File: src/sv/jhds_pkg.sv
`timescale 1ns / 1ps
package jhds_pkg;

  // Marker and signature byte values.
  localparam logic [7:0] MK_STUFF   = 8'h00;
  localparam logic [7:0] MK_FF      = 8'hFF;
  localparam logic [7:0] MK_SOI     = 8'hD8;
  localparam logic [7:0] MK_EOI     = 8'hD9;
  localparam logic [7:0] MK_SOS     = 8'hDA;
  localparam logic [7:0] MK_RST0    = 8'hD0;
  localparam logic [7:0] MK_RST7    = 8'hD7;
  localparam logic [7:0] MK_SOF_LO  = 8'hC0;
  localparam logic [7:0] MK_SOF_HI  = 8'hCF;
  localparam logic [7:0] MK_DHT     = 8'hC4;
  localparam logic [7:0] MK_JPG     = 8'hC8;
  localparam logic [7:0] MK_DAC     = 8'hCC;

  // Frame header body byte positions of the dimensions.
  localparam logic [2:0] SOF_HEIGHT_HI = 3'd1;
  localparam logic [2:0] SOF_HEIGHT_LO = 3'd2;
  localparam logic [2:0] SOF_WIDTH_HI  = 3'd3;
  localparam logic [2:0] SOF_WIDTH_LO  = 3'd4;
  localparam logic [2:0] SOF_IDX_SAT   = 3'd7;

  localparam logic [15:0] LEN_MIN     = 16'd2;
  localparam logic [15:0] LEN_SOF_MIN = 16'd7;

  localparam int unsigned PADDR_W    = 3;
  localparam logic        REG_MAX_PIXELS = 1'b0;
  localparam logic [31:0] MAX_PIXELS_RST = 32'h0200_0000;

  typedef enum logic [8:0] {
    PH_SIG0  = 9'b000000001,
    PH_SIG1  = 9'b000000010,
    PH_SIG2  = 9'b000000100,
    PH_SCAN  = 9'b000001000,
    PH_MARK  = 9'b000010000,
    PH_LENHI = 9'b000100000,
    PH_LENLO = 9'b001000000,
    PH_BODY  = 9'b010000000,
    PH_DONE  = 9'b100000000
  } phase_e;

  typedef enum logic [2:0] {
    ST_OK      = 3'd0,
    ST_NO_DIMS = 3'd1,
    ST_TRUNC   = 3'd2,
    ST_ZERO    = 3'd3,
    ST_LARGE   = 3'd4
  } status_e;

  typedef struct packed {
    logic [7:0] data_byte;
    logic       last;
  } in_t;

  typedef struct packed {
    status_e     status;
    logic [15:0] width;
    logic [15:0] height;
  } out_t;

  // What the parser hands to the verdict stage at the end of a file.
  typedef struct packed {
    logic        eoi_seen;
    logic        dims_found;
    logic [15:0] width;
    logic [15:0] height;
  } capture_t;

  function automatic logic is_sof(logic [7:0] m);
    return (m >= MK_SOF_LO) && (m <= MK_SOF_HI) &&
           (m != MK_DHT) && (m != MK_JPG) && (m != MK_DAC);
  endfunction

endpackage

File: src/sv/jhds_cfg.sv
`timescale 1ns / 1ps
module jhds_cfg (
  input  logic                         clk_i,
  input  logic                         rst_ni,
  input  logic                         psel,
  input  logic                         penable,
  input  logic                         pwrite,
  input  logic [jhds_pkg::PADDR_W-1:0] paddr,
  input  logic [31:0]                  pwdata,
  output logic [31:0]                  prdata,
  output logic                         pready,
  output logic [31:0]                  max_pixels_o
);
  import jhds_pkg::*;

  logic [31:0] max_pixels_q;
  logic        sel_max;

  assign sel_max = (paddr[2] == REG_MAX_PIXELS);
  assign pready  = 1'b1;
  assign prdata  = sel_max ? max_pixels_q : 32'd0;
  assign max_pixels_o = max_pixels_q;

  always_ff @(posedge clk_i or negedge rst_ni) begin
    if (!rst_ni) begin
      max_pixels_q <= MAX_PIXELS_RST;
    end else if (psel && penable && pwrite && pready && sel_max) begin
      max_pixels_q <= pwdata;
    end
  end

endmodule

File: src/sv/jhds_parser.sv
`timescale 1ns / 1ps
module jhds_parser (
  input  logic                 clk_i,
  input  logic                 rst_ni,
  input  logic                 acc_i,
  input  jhds_pkg::in_t        in_data_i,
  output logic                 fin_o,
  output jhds_pkg::capture_t   cap_o
);
  import jhds_pkg::*;

  phase_e      phase_q, phase_d;
  logic [15:0] seg_q, seg_d;
  logic        frame_q, frame_d;
  logic [2:0]  idx_q, idx_d;
  logic [15:0] w_q, w_d;
  logic [15:0] h_q, h_d;
  logic        dims_q, dims_d;
  logic        prev_ff_q, eoi_q, eoi_d;
  logic [7:0]  b;
  logic [15:0] len;
  logic        is_rst;

  assign b      = in_data_i.data_byte;
  assign len    = {seg_q[7:0], b};
  assign is_rst = (b >= MK_RST0) && (b <= MK_RST7);
  assign eoi_d  = eoi_q | (prev_ff_q && (b == MK_EOI));

  always_comb begin
    phase_d = phase_q;
    seg_d   = seg_q;
    frame_d = frame_q;
    idx_d   = idx_q;
    w_d     = w_q;
    h_d     = h_q;
    dims_d  = dims_q;
    unique case (phase_q)
      PH_SIG0: phase_d = (b == MK_FF) ? PH_SIG1 : PH_DONE;
      PH_SIG1: phase_d = (b == MK_SOI) ? PH_SIG2 : PH_DONE;
      PH_SIG2: phase_d = (b == MK_FF) ? PH_MARK : PH_DONE;
      PH_SCAN: begin
        if (b == MK_FF) phase_d = PH_MARK;
      end
      PH_MARK: begin
        priority if (b == MK_FF) begin
          phase_d = PH_MARK;
        end else if (b == MK_STUFF || b == MK_EOI || is_rst) begin
          phase_d = PH_SCAN;
        end else if (b == MK_SOS) begin
          phase_d = PH_DONE;
        end else begin
          frame_d = is_sof(b);
          phase_d = PH_LENHI;
        end
      end
      PH_LENHI: begin
        seg_d   = {8'h00, b};
        phase_d = PH_LENLO;
      end
      PH_LENLO: begin
        if (len < LEN_MIN || (frame_q && len < LEN_SOF_MIN)) begin
          phase_d = PH_DONE;
        end else begin
          seg_d   = len - LEN_MIN;
          idx_d   = '0;
          phase_d = (len == LEN_MIN) ? PH_SCAN : PH_BODY;
        end
      end
      PH_BODY: begin
        if (frame_q) begin
          unique case (idx_q)
            SOF_HEIGHT_HI: h_d[15:8] = b;
            SOF_HEIGHT_LO: h_d[7:0]  = b;
            SOF_WIDTH_HI:  w_d[15:8] = b;
            SOF_WIDTH_LO:  w_d[7:0]  = b;
            default: ;
          endcase
          if (idx_q != SOF_IDX_SAT) idx_d = idx_q + 3'd1;
        end
        seg_d = seg_q - 16'd1;
        if (seg_q == 16'd1) begin
          if (frame_q) begin
            dims_d  = 1'b1;
            phase_d = PH_DONE;
          end else begin
            phase_d = PH_SCAN;
          end
        end
      end
      PH_DONE: phase_d = PH_DONE;
      default: phase_d = PH_DONE;
    endcase
  end

  always_ff @(posedge clk_i or negedge rst_ni) begin
    if (!rst_ni) begin
      phase_q   <= PH_SIG0;
      seg_q     <= '0;
      frame_q   <= 1'b0;
      idx_q     <= '0;
      w_q       <= '0;
      h_q       <= '0;
      dims_q    <= 1'b0;
      prev_ff_q <= 1'b0;
      eoi_q     <= 1'b0;
    end else if (acc_i) begin
      if (in_data_i.last) begin
        // The final byte closes the file; the next byte starts a fresh one.
        phase_q   <= PH_SIG0;
        seg_q     <= '0;
        frame_q   <= 1'b0;
        idx_q     <= '0;
        w_q       <= '0;
        h_q       <= '0;
        dims_q    <= 1'b0;
        prev_ff_q <= 1'b0;
        eoi_q     <= 1'b0;
      end else begin
        phase_q   <= phase_d;
        seg_q     <= seg_d;
        frame_q   <= frame_d;
        idx_q     <= idx_d;
        w_q       <= w_d;
        h_q       <= h_d;
        dims_q    <= dims_d;
        prev_ff_q <= (b == MK_FF);
        eoi_q     <= eoi_d;
      end
    end
  end

  assign fin_o            = acc_i && in_data_i.last;
  assign cap_o.eoi_seen   = eoi_d;
  assign cap_o.dims_found = dims_d;
  assign cap_o.width      = w_d;
  assign cap_o.height     = h_d;

  a_phase_onehot: assert property (@(posedge clk_i) disable iff (!rst_ni)
    $onehot(phase_q))
    else $error("parser phase lost its one-hot code");

  a_restart_after_last: assert property (@(posedge clk_i) disable iff (!rst_ni)
    fin_o |=> (phase_q == PH_SIG0 && !dims_q && !eoi_q && !prev_ff_q))
    else $error("parser state not cleared after the final byte");

  a_dims_only_when_done: assert property (@(posedge clk_i) disable iff (!rst_ni)
    dims_q |-> (phase_q == PH_DONE))
    else $error("dimensions captured while the segment walk goes on");

endmodule

File: src/sv/jhds_verdict.sv
`timescale 1ns / 1ps
module jhds_verdict (
  input  logic               clk_i,
  input  logic               rst_ni,
  input  logic               fin_i,
  input  jhds_pkg::capture_t cap_i,
  input  logic [31:0]        max_pixels_i,
  output logic               in_stall_o,
  output logic               out_valid_o,
  input  logic               out_stall_i,
  output jhds_pkg::out_t     out_data_o
);
  import jhds_pkg::*;

  logic     v_valid_q;
  capture_t v_q;
  logic     o_valid_q;
  out_t     o_q, o_d;
  logic     o_adv, v_adv;
  logic [31:0] area;

  assign o_adv      = !o_valid_q || !out_stall_i;
  assign v_adv      = !v_valid_q || o_adv;
  assign in_stall_o = !v_adv;

  assign area = 32'(v_q.width) * 32'(v_q.height);

  always_comb begin
    o_d.width  = v_q.dims_found ? v_q.width  : 16'd0;
    o_d.height = v_q.dims_found ? v_q.height : 16'd0;
    priority if (!v_q.eoi_seen) begin
      o_d.status = ST_TRUNC;
    end else if (!v_q.dims_found) begin
      o_d.status = ST_NO_DIMS;
    end else if (v_q.width == 16'd0 || v_q.height == 16'd0) begin
      o_d.status = ST_ZERO;
    end else if (area > max_pixels_i) begin
      o_d.status = ST_LARGE;
    end else begin
      o_d.status = ST_OK;
    end
  end

  always_ff @(posedge clk_i or negedge rst_ni) begin
    if (!rst_ni) begin
      v_valid_q <= 1'b0;
      o_valid_q <= 1'b0;
    end else begin
      if (v_adv) v_valid_q <= fin_i;
      if (o_adv) o_valid_q <= v_valid_q;
    end
  end

  always_ff @(posedge clk_i) begin
    if (fin_i && v_adv) v_q <= cap_i;
    if (v_valid_q && o_adv) o_q <= o_d;
  end

  assign out_valid_o = o_valid_q;
  assign out_data_o  = o_q;

  a_ok_has_dims: assert property (@(posedge clk_i) disable iff (!rst_ni)
    (o_valid_q && o_q.status == ST_OK) |-> (o_q.width != 16'd0 && o_q.height != 16'd0))
    else $error("accepted verdict without both dimensions");

  a_no_dims_zero: assert property (@(posedge clk_i) disable iff (!rst_ni)
    (o_valid_q && o_q.status == ST_NO_DIMS) |-> (o_q.width == 16'd0 && o_q.height == 16'd0))
    else $error("no-dimension verdict carries dimensions");

  a_stall_only_when_full: assert property (@(posedge clk_i) disable iff (!rst_ni)
    in_stall_o |-> (v_valid_q && o_valid_q && out_stall_i))
    else $error("input stalled while a verdict register is free");

endmodule

File: src/sv/jpeg_header_dimension_scanner_top.sv
`timescale 1ns / 1ps
// Channel   Signals                               Request
// input     in_valid_i, in_stall_o, in_data_i     one file byte with its last flag
// output    out_valid_o, out_stall_i, out_data_o  one verdict per file
// config    psel, penable, pwrite, paddr, pwdata  max_pixels at byte address 0
//
// One byte is taken each cycle unless the input is stalled; the marker walk updates its state in that cycle.
// A verdict leaves the final byte through a capture register, then the area
// multiply and compare into the output register.
// Reset clears the parser and sets max_pixels to 33554432.
// Input stalls only when a verdict waits in both the capture and output registers and the output is stalled.
module jpeg_header_dimension_scanner_top (
  input  logic                         clk_i,
  input  logic                         rst_ni,
  input  logic                         in_valid_i,
  output logic                         in_stall_o,
  input  jhds_pkg::in_t                in_data_i,
  output logic                         out_valid_o,
  input  logic                         out_stall_i,
  output jhds_pkg::out_t               out_data_o,
  input  logic                         psel,
  input  logic                         penable,
  input  logic                         pwrite,
  input  logic [jhds_pkg::PADDR_W-1:0] paddr,
  input  logic [31:0]                  pwdata,
  output logic [31:0]                  prdata,
  output logic                         pready
);
  import jhds_pkg::*;

  logic        acc;
  logic        fin;
  capture_t    cap;
  logic [31:0] max_pixels;

  assign acc = in_valid_i && !in_stall_o;

  jhds_cfg u_cfg (
    .clk_i        (clk_i),
    .rst_ni       (rst_ni),
    .psel         (psel),
    .penable      (penable),
    .pwrite       (pwrite),
    .paddr        (paddr),
    .pwdata       (pwdata),
    .prdata       (prdata),
    .pready       (pready),
    .max_pixels_o (max_pixels)
  );

  jhds_parser u_parser (
    .clk_i     (clk_i),
    .rst_ni    (rst_ni),
    .acc_i     (acc),
    .in_data_i (in_data_i),
    .fin_o     (fin),
    .cap_o     (cap)
  );

  jhds_verdict u_verdict (
    .clk_i        (clk_i),
    .rst_ni       (rst_ni),
    .fin_i        (fin),
    .cap_i        (cap),
    .max_pixels_i (max_pixels),
    .in_stall_o   (in_stall_o),
    .out_valid_o  (out_valid_o),
    .out_stall_i  (out_stall_i),
    .out_data_o   (out_data_o)
  );

endmodule

File: config.mk
export PLATFORM = sky130hd
export DESIGN_NAME = jpeg_header_dimension_scanner_top
export DESIGN_NICKNAME = d
export VERILOG_FILES = /design/src/sv/jhds_pkg.sv /design/src/sv/jhds_cfg.sv /design/src/sv/jhds_parser.sv /design/src/sv/jhds_verdict.sv /design/src/sv/jpeg_header_dimension_scanner_top.sv
export SDC_FILE = /design/constraint.sdc
export NUM_CORES = 1
export LEC_CHECK = 0
export BUFFER_PORTS_ARGS = -buffer_cell sky130_fd_sc_hd__buf_2
export CAP_MARGIN = 20
export CORE_UTILIZATION = 45
export CTS_CLUSTER_SIZE = 40
export DETAILED_ROUTE_END_ITERATION = 10
export PLACE_DENSITY_LB_ADDON = 0.08
export SLEW_MARGIN = 20
export SYNTH_ARGS = -nofsm -noshare
export SYNTH_HDL_FRONTEND = slang
export SYNTH_SLANG_ARGS = --single-unit
File: constraint.sdc
create_clock -name clk_i -period 12.9 [get_ports clk_i]
set_input_delay 0.645 -clock clk_i [delete_from_list [all_inputs] [get_ports clk_i]]
set_output_delay 0.645 -clock clk_i [all_outputs]
set_load 0.05 [all_outputs]
---- Yosys cells after proc, flatten, opt, wreduce, memory -nomap -nowiden ----
Cells that the tools add are included.
storage, ports and cells
  bits in registers ....................... 167
  latch bits .............................. 0
  RAM bits ................................ 0
  bits in read-only memories .............. 0
  input port bits ......................... 51
  output and inout port bits .............. 70
  word-level logic and storage cells ...... 146
  memories kept ........................... 0
cells by class
  $add $sub $neg .......................... 3
  multipliers ............................. 1
  divide/modulo/power cells ............... 0
  order comparisons ....................... 7
  equal/unequal tests ..................... 30
  shift operators ......................... 0
  mux-type cells .......................... 46
  bitwise logic cells ..................... 4
  reduce and logical (&&, ||, !) cells .... 35
operators with widths
  kind                     count
  $mux W16                 8
  $mux W9                  11
  $pmux W9 S8              1
  $pmux W16 S3             1
  $mux W8                  5
  $eq A8 B8 Y1 const B     4
  $gt A32 B32 Y1           1
  $logic_not A16 Y1        2
  $mul A16 B16 Y32         1
  $mux W32                 1
  $ne A8 B8 Y1 const B     3
  $eq A16 B1 Y1 const B    1
  $eq A16 B2 Y1 const B    1
  $ge A8 B8 Y1 const B     2
  $le A8 B8 Y1 const B     2
  $lt A16 B2 Y1 const B    1
  $lt A16 B3 Y1 const B    1
  $sub A16 B1 Y16 const B  1
  $sub A16 B2 Y16 const B  1
  $mux W3                  5
  $logic_and A1 B1 Y1      14
  $ne A3 B2 Y1 const B     4
  $mux W1                  11
  $reduce_and A5 Y1        2
  26 further kinds         42

---- Depth between registers and ports, before layout ----
  depth in word-level cells ............... 10
  gate-level depth with buffers ........... 31
  mapped depth without buffers ............ 29

---- By module ----
A second synthesis with hierarchy kept.
unflattened totals
  cell total of the unflattened synthesis .. 1,886
  area total of the unflattened synthesis .. 17,920.9 sq um
modules (own cells, without submodules)
  module                             times used  cells each  area an instance (sq um)  seq. area each (sq um)
  jhds_verdict                       1           1,272       12,006.5                  2,122.0
  jhds_parser                        1           508         4,345.4                   1,602.8
  jhds_cfg                           1           105         1,555.2                   802.0
  jpeg_header_dimension_scanner_top  1           1           13.8                      0.0

---- Worst setup path before layout ----
No wires, ideal clock.
  path kind ............................... flip-flop to flip-flop
  start point ............................. reg u_verdict.v_q[21] (netlist bit)
  end point ............................... reg u_verdict.o_q, in the netlist u_verdict.out_data_o[34], data pin
  setup time .............................. 262 ps
  arrival time ............................ 7,049 ps
  required time ........................... 12,638 ps
  slack ................................... 5,589 ps
  cell stages (with the launch flop) ...... 29
  buffers on the path ..................... 2
  clock period less this slack ............ 7,311 ps
  cells stage by stage .................... edfxtp_1 -> clkbuf_1 -> and2_1 -> fa_1 -> inv_1 -> fa_1 -> fa_1 -> fa_1 -> inv_1 -> fa_1 -> inv_1 -> fa_1 -> inv_1 -> ha_1 -> clkbuf_1 -> a211oi_1 -> o21bai_1 -> o41ai_1 -> a211o_1 -> nand3_1 -> a221oi_1 -> xnor2_1 -> ha_1 -> nand4_1 -> nor2_1 -> nand4_1 -> or4_1 -> nand4_1 -> a31oi_1
between the ends
  longest elaborated chain between the ends .. 3
  elaborated cells on any way between the ends .. 6
  classes of those cells .................. 1 x mul; 1 x order compare; 1 x mux; 3 x reduce/logical
RTL lines
  item                                                   line                                    source
  start, declared                                        jhds_verdict.sv:16                      capture_t v_q;
  start signal, assigned                                 jhds_verdict.sv:55                      if (fin_i && v_adv) v_q <= cap_i;
  $mul A16 B16 Y32 or $logic_not A16 Y1 (tied branches)  jhds_verdict.sv:26, jhds_verdict.sv:35
  $gt A32 B32 Y1 or $logic_or A1 B1 Y1 (tied branches)   jhds_verdict.sv:37, jhds_verdict.sv:35
  $mux W3 or $reduce_or A3 Y1 (tied branches)            n/a
  end signal, assigned                                   jhds_verdict.sv:56                      if (v_valid_q && o_adv) o_q <= o_d;
  end, declared                                          jhds_verdict.sv:18                      out_t o_q, o_d;
Several ways; a longest one is shown, not always the timed one.
A chain may end at the register's enable or synchronous reset.

---- Final worst setup path ----
  start point ............................. reg u_verdict.v_q[24] (netlist bit)
  end point ............................... reg u_verdict.o_q, in the netlist u_verdict.out_data_o[34], data pin
Same word-level chain as after synthesis.

==> flow_summary.ini <==
[yosys]
synth-xor-area-share_pct = 2.190
synth_edf_count = 69
yosysWarnings = 0
synth-seq-cells = 167
synth_fp_nets = 2285
synth_top_family_by_area = adder cells
synthDistinctLibCells = 73
syn_avg_cell_area_sq_um = 9.292
synth_cells = 1894
synth.area.top_cells = fa_1 (22%), dfrtp_1 (14%), edfxtp_1 (12%), ha_1 (10%), inv_1 (6.2%)
ys_seq_area_share_pct = 25.72
synth_compound_area_share_pct = 10.50
yosys_most_used_dff = dfrtp_1
synth.top_cell.area_share_pct = 22.07
synth-simple-area-share_pct = 17.26
syn_area_sq_um = 17600
async_flop_share_pct = 58.68
synthAdderAreaFrac_pct = 32.45
yosys.area.top_type = fa_1
synthMuxAreaShare_pct = 3.327

[final_layout]
syn_to_final_growth_pct = 8.226
final_common_cell = inv_1
layout.nets = 2330
layout-drive-gt1-share_pct = 11.32
layout_common_cells = inv_1 (292), nand2_1 (246), fa_1 (194)
diodes = 0

[setup_path]
worst_path_largest_cell_delay_ns = 1.00
cp-endpoint = u_verdict.out_data_o[34]
crit_fanout = 18
cp.arrival_ns = 9.07
rr_startpoint = u_verdict.v_q[24]
rrSetupSlack_ns = 4.03
cp.depth = 25
crit_buf_inv = 3
cpMaxStageDelayCell = edfxtp_1
cp-start-kind = register
crit_start = u_verdict.v_q[24]
timing.rr.end = u_verdict.out_data_o[34]
crit_top_cell = fa_1
endpoint_kind = register
crit_type = reg -> reg
r2r_cells = 25
cpLargestDelayFamily = adder cells
required_ns = 13.11

[outcome]
status = completed

[clocking]
clk-insertion-delay-late_ns = 0.47
holdBufCountCts = 0
cts.sinks = 167
cts_tree = yes
clk_pin_slew_ns = 0.08
htree_num_levels = 4
cts-resized-gates = 0
cts_setup_buffers = 0
clockBufferDepth = 2
root_buffer = clkbuf_16
cts_buffers = 17

[floorplan]
coreArea_sq_um = 38650
row_count = 72
pin_count = 121
die_area_sq_um = 39900
die_x_microns = 199.8
die_h_microns = 199.8
start_util_pct = 45.54

[sta]
tightest_slew_ns = 1.026
grt_setup_unrepaired = no
clock-skew-final_ns = 0.01825
slew_headroom_pct = 31.60
final.period_utilization_pct = 68.72
maxSlewViolCount = 0
finalSetupViolations = 0
setup_tns_ns = 0
hold_viol_final = 0
fmax_mhz = 112.8
min_period_ns = 8.865

[routing]
drcViolationCount = 0
drtIter0Drc = 864
antenna_left = 0
routed_wl_mm = 44.49
vias_per_cell = 5.428
drt-pass1-iter-count = 5
vias = 13407
wl_per_cell_microns = 18.01

[placement]
place_congestion = 0.8783
portBuffers = 117
dp_hpwl_mm = 32.58

[job]
drv_cap = 0

[global_route]
grt_usage_pct = 23.73
grt_pass1_vias = 13172
grt_max_degree = 57
antenna_found_initial = 1
grt_overflow = 0
grt_pass1_wl_mm = 72.36

[worst_hold_path]
hold_class = in -> async
-- final cells by class --
cell class	instances	area, sq um
tap	518	648.1
timing repair buffer	123	633.1
sequential	167	4527
fill	3668	19600
multi-input combinational	1337	11580
inverter	293	1100
clock buffer	19	432.9
clock inverter	13	123.9
-- cell families after synthesis --
logic type      Yosys count
compound gates          285
xor+xnor                 44
fa+ha+maj               340
buf+inv                 390
flops                   167
mux                      52
other cells               1
simple gates            615
-- cells in the mapped netlist, drive strengths merged (3+ instances only) --
master	instances
mux2	52
a221oi	5
clkbuf	78
o32ai	4
nand3	29
nor4	16
fa	194
buf	19
nand2b	5
nor2	92
a211oi	7
or3	5
nor3b	6
and4	3
o41ai	5
o22ai	6
nor2b	9
o31ai	9
a21oi	51
and2	150
o21a	8
edfxtp	69
nand4	17
a31oi	7
a22oi	34
nand2	246
inv	293
and3	3
o21bai	6
xnor2	33
nor4b	3
ha	146
xor2	11
or4	5
o21ai	101
a21o	24
nor3	19
dfrtp	96
-- per-layer routing --
| metal | track usage, % | wire length [microns] |
|---|---|---|
| met1 | 33.99 | 21190 |
| met2 | 37.33 | 20580 |
| met3 | 3.663 | 1859 |
| met4 | 6.390 | 862 |
| met5 | 0 | 0 |
-- worst min-delay path by stage --
stage	slack [ns]	cells after the start	start	end
after CTS	0.25	1	rst_ni	u_parser.w_q[3]
after floorplan	0.35	0	rst_ni	u_cfg.max_pixels_o[0]
after global routing	0.26	1	rst_ni	u_parser.w_q[4]
final	0.21	1	rst_ni	u_parser.w_q[4]
after detailed placement	0.47	2	u_parser.prev_ff_q	u_parser.prev_ff_q
after global placement	0.46	2	u_parser.prev_ff_q	u_parser.prev_ff_q
-- flip-flops by register name, summed over array words and instances (netlist names) --
register and cells:
u_verdict.out_data_o 35, u_verdict.v_q 34, u_cfg.max_pixels_o 32, u_parser.h_q 16, u_parser.seg_q 16, u_parser.w_q 16
u_parser.phase_q 9, u_parser.idx_q 3, u_parser.dims_q 1, u_parser.eoi_q 1, u_parser.frame_q 1, u_parser.prev_ff_q 1
u_verdict.out_valid_o 1, u_verdict.v_valid_q 1
-- metrics by stage --
stage	hold WS, ns	setup WS (ns)	cells	util (%)	instance area (sq um)
final	0.2118	4.035	2470	49.28	19050
after global routing	0.2596	3.642	2470	49.28	19050
after CTS	0.2511	4.112	2470	49.28	19050
after detailed placement	0.4746	4.144	2438	47.84	18490
after global placement	0.4647	4.206	2438	47.84	18490
after floorplan	0.3494	5.589	1894	-	17600
-- worst reg2reg max path, stage by stage (launching register included) --
cell      delay, ns
edfxtp_1       1.00
nand2_1        0.20
fa_1           0.59
fa_1           0.43
fa_1           0.48
fa_1           0.49
inv_1          0.05
fa_1           0.56
inv_1          0.06
fa_1           0.54
inv_1          0.04
ha_1           0.39
a211oi_1       0.25
o21bai_1       0.16
o41ai_1        0.83
a211o_1        0.29
nand3_1        0.11
a221oi_1       0.32
xnor2_1        0.12
ha_1           0.30
nand4_1        0.09
nor2_1         0.16
nand4_1        0.18
or4_1          0.66
nand4_1        0.23
a31oi_1        0.06
Power is left out: the tool's default activity adds up to more than one toggle a clock period on the data nets, which glitch-free logic cannot reach.
